===== config.mk =====
export PLATFORM = sky130hd
export DESIGN_NAME = polygon_centroid_core
export DESIGN_NICKNAME = d
export VERILOG_FILES = /design/src/hdl/pc_pkg.sv /design/src/hdl/pc_div.sv /design/src/hdl/pc_dpath.sv /design/src/hdl/pc_ctrl.sv /design/src/hdl/polygon_centroid_core.sv
export SDC_FILE = /design/constraint.sdc
export NUM_CORES = 2
export LEC_CHECK = 0
export BUFFER_PORTS_ARGS = -buffer_cell sky130_fd_sc_hd__buf_2
export CAP_MARGIN = 5
export CORE_ASPECT_RATIO = 2
export CORE_MARGIN = 8
export CORE_UTILIZATION = 30
export CTS_CLUSTER_SIZE = 25
export DETAILED_ROUTE_END_ITERATION = 10
export PLACE_DENSITY_LB_ADDON = 0.15
export SLEW_MARGIN = 25
export SYNTH_ARGS = -nofsm -noshare
export SYNTH_HDL_FRONTEND = slang
export SYNTH_HIERARCHICAL = 1
export SYNTH_SLANG_ARGS = --single-unit
export TNS_END_PERCENT = 20

===== constraint.sdc =====
create_clock -name i_clk -period 8 [get_ports i_clk]
set_clock_uncertainty 0.2 [all_clocks]
set_input_delay 0.8 -clock i_clk [delete_from_list [all_inputs] [get_ports i_clk]]
set_output_delay 0.8 -clock i_clk [all_outputs]
set_load 0.1 [all_outputs]

===== src/hdl/pc_pkg.sv =====
// ----------------------------------------------------------------------------
// pc_pkg
// Shared widths, status codes and controller/datapath interface types for the
// shoelace polygon centroid core.
// ----------------------------------------------------------------------------
package pc_pkg;

    localparam int COORD_BITS   = 12;
    localparam int MAX_VERTICES = 256;

    // vertex count saturates at MAX_VERTICES+1
    localparam int CNT_W   = $clog2(MAX_VERTICES + 2);
    localparam int PROD_W  = 2 * COORD_BITS;
    localparam int A_W     = PROD_W + 1;
    localparam int SUM_W   = COORD_BITS + 1;
    localparam int MX_W    = SUM_W + A_W;
    localparam int AREA_W  = A_W + $clog2(MAX_VERTICES + 1);
    localparam int MOM_W   = MX_W + $clog2(MAX_VERTICES + 1) + 1;
    localparam int DEN_W   = AREA_W + 2;
    localparam int OUT_W   = 16;

    localparam int IN_DATA_W  = ((2 * COORD_BITS + 7) / 8) * 8;
    localparam int OUT_DATA_W = 2 * OUT_W;

    typedef enum logic [1:0] {
        ST_OK        = 2'd0,
        ST_ZERO_AREA = 2'd1,
        ST_OVERFLOW  = 2'd2
    } t_status;

    localparam int ST_W = $bits(t_status);

    typedef struct packed {
        logic    load;       // capture the accepted vertex
        logic    sel_close;  // edge operands: previous vertex to first vertex
        logic    acc_area;
        logic    acc_mom;
        logic    den_load;   // register 3*area_sum
        logic    div_start;
        logic    div_sel_y;
        logic    cap_x;
        logic    cap_y;
        logic    res_wr;     // write status, clear centroids
        t_status res_st;
        logic    emit;       // hand result to output, clear polygon state
    } t_dp_cmd;

    typedef struct packed {
        logic do_edge;
        logic last;
        logic over;
        logic area_zero;
        logic div_done;
    } t_dp_stat;

endpackage


===== src/hdl/pc_div.sv =====
// ----------------------------------------------------------------------------
// pc_div
// Restoring signed divider, one quotient bit per cycle. Quotient truncates
// toward zero and is saturated to the 16-bit signed output range.
// ----------------------------------------------------------------------------
module pc_div (
    input  logic                                i_clk,
    input  logic                                i_rst_n,
    input  logic                                i_start,
    input  logic signed [pc_pkg::MOM_W-1:0]     i_num,
    input  logic signed [pc_pkg::DEN_W-1:0]     i_den,
    output logic                                o_done,
    output logic signed [pc_pkg::OUT_W-1:0]     o_quo
);
    import pc_pkg::*;

    localparam int STEP_W = $clog2(MOM_W + 1);

    logic [MOM_W-1:0]  r_quo;
    logic [DEN_W-1:0]  r_rem;
    logic [DEN_W-1:0]  r_div;
    logic              r_neg;
    logic              r_busy;
    logic              r_done;
    logic [STEP_W-1:0] r_step;

    logic [MOM_W-1:0]  num_mag;
    logic [DEN_W-1:0]  den_mag;
    logic [DEN_W:0]    trial;
    logic              fits;

    always_comb begin
        num_mag = i_num[MOM_W-1] ? MOM_W'(-i_num) : MOM_W'(i_num);
        den_mag = i_den[DEN_W-1] ? DEN_W'(-i_den) : DEN_W'(i_den);
        trial   = {r_rem, r_quo[MOM_W-1]};
        fits    = (trial >= {1'b0, r_div});
    end

    always_ff @(posedge i_clk) begin
        if (!i_rst_n) begin
            r_busy <= 1'b0;
            r_done <= 1'b0;
            r_step <= '0;
        end else begin
            r_done <= 1'b0;
            if (i_start) begin
                r_busy <= 1'b1;
                r_step <= STEP_W'(MOM_W);
            end else if (r_busy) begin
                r_step <= r_step - STEP_W'(1);
                if (r_step == STEP_W'(1)) begin
                    r_busy <= 1'b0;
                    r_done <= 1'b1;
                end
            end
        end
    end

    always_ff @(posedge i_clk) begin
        if (i_start) begin
            r_quo <= num_mag;
            r_rem <= '0;
            r_div <= den_mag;
            r_neg <= i_num[MOM_W-1] ^ i_den[DEN_W-1];
        end else if (r_busy) begin
            r_quo <= {r_quo[MOM_W-2:0], fits};
            r_rem <= fits ? DEN_W'(trial - {1'b0, r_div}) : trial[DEN_W-1:0];
        end
    end

    // saturate magnitude and apply sign
    always_comb begin
        if (r_neg) begin
            if (r_quo > MOM_W'(2 ** (OUT_W - 1)))
                o_quo = {1'b1, {(OUT_W - 1){1'b0}}};
            else
                o_quo = -(r_quo[OUT_W-1:0]);
        end else begin
            if (r_quo > MOM_W'(2 ** (OUT_W - 1) - 1))
                o_quo = {1'b0, {(OUT_W - 1){1'b1}}};
            else
                o_quo = r_quo[OUT_W-1:0];
        end
    end

    assign o_done = r_done;

endmodule


===== src/hdl/pc_dpath.sv =====
// ----------------------------------------------------------------------------
// pc_dpath
// Edge pipeline (cross product, moment products), polygon accumulators,
// vertex bookkeeping and the shared divider for both centroid axes.
// ----------------------------------------------------------------------------
module pc_dpath (
    input  logic                                 i_clk,
    input  logic                                 i_rst_n,
    input  logic signed [pc_pkg::COORD_BITS-1:0] i_vx,
    input  logic signed [pc_pkg::COORD_BITS-1:0] i_vy,
    input  logic                                 i_last,
    input  pc_pkg::t_dp_cmd                      i_cmd,
    output pc_pkg::t_dp_stat                     o_stat,
    output logic signed [pc_pkg::OUT_W-1:0]      o_cx,
    output logic signed [pc_pkg::OUT_W-1:0]      o_cy,
    output pc_pkg::t_status                      o_st
);
    import pc_pkg::*;

    // polygon state
    logic signed [COORD_BITS-1:0] r_first_x, r_first_y, r_prev_x, r_prev_y;
    logic [CNT_W-1:0]             r_count;
    logic signed [AREA_W-1:0]     r_area;
    logic signed [MOM_W-1:0]      r_mom_x, r_mom_y;
    logic                         r_do_edge, r_last, r_over;

    // edge pipeline
    logic signed [PROD_W-1:0]     r_p0, r_p1;
    logic signed [SUM_W-1:0]      r_sx1, r_sy1, r_sx2, r_sy2;
    logic signed [A_W-1:0]        r_a;
    logic signed [MX_W-1:0]       r_mx, r_my;

    logic signed [DEN_W-1:0]      r_den;
    logic signed [OUT_W-1:0]      r_cx, r_cy;
    t_status                      r_st;

    logic signed [COORD_BITS-1:0] x1, y1;
    logic                         fresh, in_range;
    logic                         div_done;
    logic signed [OUT_W-1:0]      div_quo;

    always_comb begin
        x1       = i_cmd.sel_close ? r_first_x : i_vx;
        y1       = i_cmd.sel_close ? r_first_y : i_vy;
        fresh    = (r_count == '0);
        in_range = (r_count < CNT_W'(MAX_VERTICES));
    end

    // free-running edge pipeline, accumulation is commanded
    always_ff @(posedge i_clk) begin
        r_p0  <= r_prev_x * y1;
        r_p1  <= x1 * r_prev_y;
        r_sx1 <= SUM_W'(r_prev_x) + SUM_W'(x1);
        r_sy1 <= SUM_W'(r_prev_y) + SUM_W'(y1);
        r_a   <= A_W'(r_p0) - A_W'(r_p1);
        r_sx2 <= r_sx1;
        r_sy2 <= r_sy1;
        r_mx  <= r_sx2 * r_a;
        r_my  <= r_sy2 * r_a;
    end

    always_ff @(posedge i_clk) begin
        if (!i_rst_n) begin
            r_first_x <= '0;
            r_first_y <= '0;
            r_prev_x  <= '0;
            r_prev_y  <= '0;
            r_count   <= '0;
            r_area    <= '0;
            r_mom_x   <= '0;
            r_mom_y   <= '0;
            r_do_edge <= 1'b0;
            r_last    <= 1'b0;
            r_over    <= 1'b0;
        end else if (i_cmd.emit) begin
            r_first_x <= '0;
            r_first_y <= '0;
            r_prev_x  <= '0;
            r_prev_y  <= '0;
            r_count   <= '0;
            r_area    <= '0;
            r_mom_x   <= '0;
            r_mom_y   <= '0;
            r_do_edge <= 1'b0;
            r_last    <= 1'b0;
            r_over    <= 1'b0;
        end else begin
            if (i_cmd.load) begin
                if (r_count <= CNT_W'(MAX_VERTICES))
                    r_count <= r_count + CNT_W'(1);
                if (in_range) begin
                    if (fresh) begin
                        r_first_x <= i_vx;
                        r_first_y <= i_vy;
                    end
                    r_prev_x <= i_vx;
                    r_prev_y <= i_vy;
                end
                r_do_edge <= in_range && !fresh;
                r_last    <= i_last;
                r_over    <= !in_range;
            end
            if (i_cmd.acc_area)
                r_area <= r_area + AREA_W'(r_a);
            if (i_cmd.acc_mom) begin
                r_mom_x <= r_mom_x + MOM_W'(r_mx);
                r_mom_y <= r_mom_y + MOM_W'(r_my);
            end
        end
    end

    always_ff @(posedge i_clk) begin
        if (i_cmd.den_load)
            r_den <= DEN_W'(r_area) + (DEN_W'(r_area) <<< 1);
        if (i_cmd.res_wr) begin
            r_st <= i_cmd.res_st;
            r_cx <= '0;
            r_cy <= '0;
        end
        if (i_cmd.cap_x)
            r_cx <= div_quo;
        if (i_cmd.cap_y)
            r_cy <= div_quo;
    end

    pc_div u_div (
        .i_clk   (i_clk),
        .i_rst_n (i_rst_n),
        .i_start (i_cmd.div_start),
        .i_num   (i_cmd.div_sel_y ? r_mom_y : r_mom_x),
        .i_den   (r_den),
        .o_done  (div_done),
        .o_quo   (div_quo)
    );

    always_comb begin
        o_stat.do_edge   = r_do_edge;
        o_stat.last      = r_last;
        o_stat.over      = r_over;
        o_stat.area_zero = (r_area == '0);
        o_stat.div_done  = div_done;
    end

    assign o_cx = r_cx;
    assign o_cy = r_cy;
    assign o_st = r_st;

    a_count_bound: assert property (@(posedge i_clk) disable iff (!i_rst_n)
        r_count <= CNT_W'(MAX_VERTICES + 1))
        else $error("vertex count beyond saturation value");

    a_emit_clears: assert property (@(posedge i_clk) disable iff (!i_rst_n)
        i_cmd.emit |=> (r_count == '0) && (r_area == '0) && (r_mom_x == '0))
        else $error("polygon state not cleared after result");

endmodule


===== src/hdl/pc_ctrl.sv =====
// ----------------------------------------------------------------------------
// pc_ctrl
// Sequencer: vertex intake, edge pipeline stepping, closing edge, zero-area
// and overflow checks, the two divisions and result hand-off.
// ----------------------------------------------------------------------------
module pc_ctrl (
    input  logic             i_clk,
    input  logic             i_rst_n,
    input  logic             i_in_valid,
    output logic             o_in_ready,
    input  logic             i_out_free,
    input  pc_pkg::t_dp_stat i_stat,
    output pc_pkg::t_dp_cmd  o_cmd
);
    import pc_pkg::*;

    typedef enum logic [3:0] {
        S_IDLE,
        S_SUB,
        S_MOM,
        S_ACC,
        S_CLOSE,
        S_CHECK,
        S_DIVX_GO,
        S_DIVX_WAIT,
        S_DIVY_GO,
        S_DIVY_WAIT,
        S_OUT
    } t_state;

    t_state r_state, n_state;
    logic   r_closing, n_closing;

    t_state fin_state;
    logic   fin_over;

    // where to go once the edge of this step is done or skipped
    always_comb begin
        fin_over = 1'b0;
        if (r_closing) begin
            fin_state = S_CHECK;
        end else if (i_stat.last) begin
            if (i_stat.over) begin
                fin_state = S_OUT;
                fin_over  = 1'b1;
            end else begin
                fin_state = S_CLOSE;
            end
        end else begin
            fin_state = S_IDLE;
        end
    end

    always_comb begin
        n_state   = r_state;
        n_closing = r_closing;
        o_cmd     = '0;
        o_cmd.res_st = ST_OK;
        unique case (r_state)
            S_IDLE: begin
                if (i_in_valid) begin
                    o_cmd.load = 1'b1;
                    n_state    = S_SUB;
                end
            end
            S_SUB: begin
                if (i_stat.do_edge || r_closing) begin
                    n_state = S_MOM;
                end else begin
                    n_state      = fin_state;
                    o_cmd.res_wr = fin_over;
                    o_cmd.res_st = ST_OVERFLOW;
                end
            end
            S_MOM: begin
                o_cmd.acc_area = 1'b1;
                n_state        = S_ACC;
            end
            S_ACC: begin
                o_cmd.acc_mom = 1'b1;
                n_state       = fin_state;
                o_cmd.res_wr  = fin_over;
                o_cmd.res_st  = ST_OVERFLOW;
            end
            S_CLOSE: begin
                o_cmd.sel_close = 1'b1;
                n_closing       = 1'b1;
                n_state         = S_SUB;
            end
            S_CHECK: begin
                o_cmd.res_wr = 1'b1;
                if (i_stat.area_zero) begin
                    o_cmd.res_st = ST_ZERO_AREA;
                    n_state      = S_OUT;
                end else begin
                    o_cmd.res_st   = ST_OK;
                    o_cmd.den_load = 1'b1;
                    n_state        = S_DIVX_GO;
                end
            end
            S_DIVX_GO: begin
                o_cmd.div_start = 1'b1;
                n_state         = S_DIVX_WAIT;
            end
            S_DIVX_WAIT: begin
                if (i_stat.div_done) begin
                    o_cmd.cap_x = 1'b1;
                    n_state     = S_DIVY_GO;
                end
            end
            S_DIVY_GO: begin
                o_cmd.div_start = 1'b1;
                o_cmd.div_sel_y = 1'b1;
                n_state         = S_DIVY_WAIT;
            end
            S_DIVY_WAIT: begin
                o_cmd.div_sel_y = 1'b1;
                if (i_stat.div_done) begin
                    o_cmd.cap_y = 1'b1;
                    n_state     = S_OUT;
                end
            end
            S_OUT: begin
                if (i_out_free) begin
                    o_cmd.emit = 1'b1;
                    n_closing  = 1'b0;
                    n_state    = S_IDLE;
                end
            end
            default: begin
                n_state   = S_IDLE;
                n_closing = 1'b0;
            end
        endcase
    end

    always_ff @(posedge i_clk) begin
        if (!i_rst_n) begin
            r_state   <= S_IDLE;
            r_closing <= 1'b0;
        end else begin
            r_state   <= n_state;
            r_closing <= n_closing;
        end
    end

    assign o_in_ready = (r_state == S_IDLE);

endmodule


===== src/hdl/polygon_centroid_core.sv =====
// ----------------------------------------------------------------------------
// polygon_centroid_core
// Shoelace centroid of a polygon streamed one vertex per item; one result per
// polygon, issued after the item marked last.
// ----------------------------------------------------------------------------
// intake: one vertex at a time; the next is taken once the previous one has
//   left the cross product / moment pipeline. the shared divider resolves one
//   quotient bit per cycle over 48 bits, once per axis. zero area or too many
//   vertices skip the divisions
// the output register holds a result while the next polygon streams in
// reset: synchronous, active low; clears polygon state and the output valid
// ----------------------------------------------------------------------------
module polygon_centroid_core (
    input  logic                              i_clk,
    input  logic                              i_rst_n,
    input  logic                              s_axis_tvalid,
    output logic                              s_axis_tready,
    input  logic [pc_pkg::IN_DATA_W-1:0]      s_axis_tdata,   // vertex_x, vertex_y
    input  logic                              s_axis_tlast,   // last_vertex
    output logic                              m_axis_tvalid,
    input  logic                              m_axis_tready,
    output logic [pc_pkg::OUT_DATA_W-1:0]     m_axis_tdata,   // centroid_x, centroid_y
    output logic [pc_pkg::ST_W-1:0]           m_axis_tuser    // status
);
    import pc_pkg::*;

    t_dp_cmd                 cmd;
    t_dp_stat                stat;
    logic signed [OUT_W-1:0] res_cx, res_cy;
    t_status                 res_st;
    logic                    out_free;

    logic                    r_tvalid;
    logic [OUT_DATA_W-1:0]   r_tdata;
    logic [ST_W-1:0]         r_tuser;

    assign out_free = !r_tvalid || m_axis_tready;

    pc_ctrl u_ctrl (
        .i_clk      (i_clk),
        .i_rst_n    (i_rst_n),
        .i_in_valid (s_axis_tvalid),
        .o_in_ready (s_axis_tready),
        .i_out_free (out_free),
        .i_stat     (stat),
        .o_cmd      (cmd)
    );

    pc_dpath u_dpath (
        .i_clk   (i_clk),
        .i_rst_n (i_rst_n),
        .i_vx    (s_axis_tdata[COORD_BITS-1:0]),
        .i_vy    (s_axis_tdata[2*COORD_BITS-1:COORD_BITS]),
        .i_last  (s_axis_tlast),
        .i_cmd   (cmd),
        .o_stat  (stat),
        .o_cx    (res_cx),
        .o_cy    (res_cy),
        .o_st    (res_st)
    );

    always_ff @(posedge i_clk) begin
        if (!i_rst_n) begin
            r_tvalid <= 1'b0;
        end else if (cmd.emit) begin
            r_tvalid <= 1'b1;
        end else if (m_axis_tready) begin
            r_tvalid <= 1'b0;
        end
    end

    always_ff @(posedge i_clk) begin
        if (cmd.emit) begin
            r_tdata <= {res_cy, res_cx};
            r_tuser <= ST_W'(res_st);
        end
    end

    assign m_axis_tvalid = r_tvalid;
    assign m_axis_tdata  = r_tdata;
    assign m_axis_tuser  = r_tuser;

    a_one_item_at_a_time: assert property (@(posedge i_clk) disable iff (!i_rst_n)
        (s_axis_tvalid && s_axis_tready) |=> !s_axis_tready)
        else $error("input item accepted while previous vertex still in work");

    a_error_zeroes: assert property (@(posedge i_clk) disable iff (!i_rst_n)
        (m_axis_tvalid && (m_axis_tuser != ST_W'(ST_OK))) |-> (m_axis_tdata == '0))
        else $error("error result carries nonzero centroid");

    a_result_from_busy: assert property (@(posedge i_clk) disable iff (!i_rst_n)
        $rose(m_axis_tvalid) |-> $past(!s_axis_tready))
        else $error("result issued while idle");

endmodule

==> metrics.md <==
| Metric | Value |
|---|---|
| Status | completed |
| CTS Buf Count | 71 |
| Critical path type | register to register |
| Critical path startpoint category | register |
| Mapped Nets | 8820 |
| WP buf/inv | 5 |
| Number of placed instances, taps included | 10300 |
| Drt drc | 0 |
| CP peak stage delay | 590 ps |
| Root Buffer | clkbuf_16 |
| Worst-margin pin slew | 1020 ps |
| Final Max Tran Viols | 0 |
| Count of state elements after synthesis | 630 |
| Grt met2 use | 36.5% |
| Post-synth top area cell | fa_1 |
| Most frequent cells in the layout | inv_1 (1051), nand2_1 (875), fa_1 (872) |
| CTS resizes | 0 |
| Setup Buffers After CTS | 0 |
| Total track usage | 17.3% |
| Die X | 352 um |
| Starting Density | 30.1% |
| GP Congestion | 0.862 |
| Critical path cell sequence | inv_2 > nor4_2 > buf_4 > mux2_2 > nand2_1 > fa_1 > inv_1 > fa_1 > fa_1 > inv_1 > fa_1 > inv_1 > fa_1 > ha_1 > a21boi_0 > o21ai_1 > a21oi_1 > a41o_1 > or4_1 > a311oi_1 > o21bai_1 > a21oi_1 > xnor2_1 |
| First-pass GRT wire length | 323 mm |
| Gr ovfl total | 0 |
| Cell count after synthesis | 7367 |
| Crit path capture type | register |
| Clk sink count | 630 |
| Largest net degree at the start of global routing | 90 |
| Met1 usage | 16.3% |
| Fmax | 0.138 GHz |
| Avg Cell Area, Syn | 9.17 sq um |
| IO Port Bufs | 64 |
| Fin. Hold Viols | 0 |
| Nets | 8807 |
| Worst-case clock buffer depth | 3 |
| Layout cells sized above 1 | 6.65% |
| Final Cycle Share | 90.4% |
| Routed vias/inst | 4.83 |
| Core region area | 224000 sq um |
| Hold crit path type | register to register |
| Finished Cell Area | 74300 sq um |
| Fin cells | 10400 |
| Vias in the first global route | 55000 |
| Crit path required time | 8320 ps |
| CP max stage cell | fa_1 |
| Num rows | 246 |
| Netlist cell types | 106 |
| Synth area leaders | fa_1 (26%), dfxtp_1 (13%), ha_1 (10%), edfxtp_1 (8.4%), inv_1 (5.9%) |
| Hold_buf cts | 0 |
| Post-synth EDFFs | 189 |
| Grt peak-use layer | met2 |
| Sequential area share after synthesis | 21.5% |
| Initial antenna violation count | 4 |
| Final HPWL DP | 174 mm |
| Slew Limit Headroom | 32.1% |
| Met3 Track Usage GR | 1.31% |
| Clock Pin Slew Worst Setup and Hold Paths | 70 ps |
| Antenna-violating nets left | 0 |
| Final setup viols | 0 |
| Area grow syn2layout | 9.91% |
| DIE HEIGHT | 687 um |
| Setup_tns | 0 ps |
| Top cell type's share of synthesized area | 25.8% |
| Die Area | 242000 sq um |
| Post-Syn Area | 67600 sq um |
| RSZ-0062 raised after global routing | no |
| IO Count | 65 |
| 1st-iter DRT viols | 1953 |
| Drt pass-1 iters | 5 |
| Final critical-path required period | 7230 ps |
| Placement Cell Area | 71700 sq um |
| Most common cell after layout, fill and taps aside | inv_1 |
| WL/cell | 20.2 um |
| Max_cap viols | 0 |
| WP data arrival | 7550 ps |
| Crit path max-delay family | adder cells |
| TritonCTS clock tree | done |
| CTS H-tree depth | 3 |
| Clk Latency, worst-skew pair | 680 ps |
| Synth warn | 6 |
| Via count | 50100 |
| FFs w/ async S/R, synth | 0% |
| Post-synth top flop | dfxtp_1 |
| Post-Route WL | 210 mm |
| Critical Path Most Common Cell | fa_1 |
| Max FO, Critical Path | 24 |
per-layer routing:
metal  share of wire (%)  vias up
met3                 1.9      348
met1                  34    25100
met5                   0        -
met4                 5.5        0
li1                    -    24000
met2                  59      729
flip-flops by register name, summed over array words and instances, names as in the netlist, 13 cells and up:
signal / count
u_dpath/r_sx2: 13
u_dpath/r_p0: 24
u_dpath/r_sy1: 13
u_dpath/r_sy2: 13
u_dpath/r_a: 25
u_dpath/r_mx: 38
u_dpath/r_mom_y: 48
u_dpath/u_div/r_div: 36
u_dpath/o_cy: 16
u_dpath/u_div/r_quo: 48
u_dpath/r_den: 36
u_dpath/u_div/r_rem: 36
u_dpath/r_mom_x: 48
u_dpath/r_my: 38
m_axis_tdata: 32
u_dpath/r_sx1: 13
u_dpath/r_p1: 24
u_dpath/r_area: 34
u_dpath/o_cx: 16
area by class of cell:
cell class                 count  area (sq um)
inverter                    1055          3960
sequential                   630         14500
timing repair buffer         201          1470
clock buffer                  83          1910
antenna                        1          2.50
tap                         2976          3720
clock inverter                49           629
fill                       23500        150000
multi-input combinational   5395         48100
final timing paths:
check / startpoint / endpoint / slack [ps] / depth (start not counted)
setup / recovery: u_ctrl/r_state[2]$_SDFFE_PN0P_ / u_dpath/r_p0[23]$_DFF_P_ / 770 / 23
hold / removal: u_dpath/r_sy1[6]$_DFF_P_ / u_dpath/r_sy2[6]$_DFF_P_ / 130 / 0
setup reg to reg: u_ctrl/r_state[2]$_SDFFE_PN0P_ / u_dpath/r_p0[23]$_DFF_P_ / 770 / 23
hold reg to reg: u_dpath/r_sy1[6]$_DFF_P_ / u_dpath/r_sy2[6]$_DFF_P_ / 130 / 0
cell families after synthesis:
logic type	Yosys count	share of synthesized area [%]
AOI/OAI and AO/OA	1164	11.3
xor gates and xnor gates	413	5.35
adders and majority gates	1424	36.1
buffers and inverters	1342	7.51
DFF	630	21.5
muxes	177	2.77
and+or+nand+nor	2217	15.5
synthesized netlist by cell type (23+ instances only):
master / number
nand4_1: 26
nor4_1: 30
a311oi_1: 29
a31oi_1: 34
mux2i_1: 96
nand3_1: 86
fa_1: 872
nand2b_1: 56
xor2_1: 141
nor2b_1: 54
a21boi_0: 23
a21o_1: 155
nor2_1: 461
a21oi_1: 371
and3_1: 37
o21ai_0: 200
a211oi_1: 43
o21a_1: 41
clkbuf_1: 253
dfxtp_1: 441
mux2_2: 81
xnor2_1: 272
or3_1: 42
inv_1: 1053
nand2_1: 875
ha_1: 552
edfxtp_1: 189
o21bai_1: 41
and2_1: 390
nor3_1: 69
o31ai_1: 31
per-stage QoR:
step,util (%),hold slack (ps),setup slack (ps)
5_1_grt,33.1,132,374
4_1_cts,33.1,126,724
2_1_floorplan,-,110,691
3_3_place_gp,32.0,113,741
6_report,33.1,125,771
3_5_place_dp,32.0,112,799
Power is not shown: default switching activity piles up to over one toggle a cycle in this logic, so the estimate is an artifact.
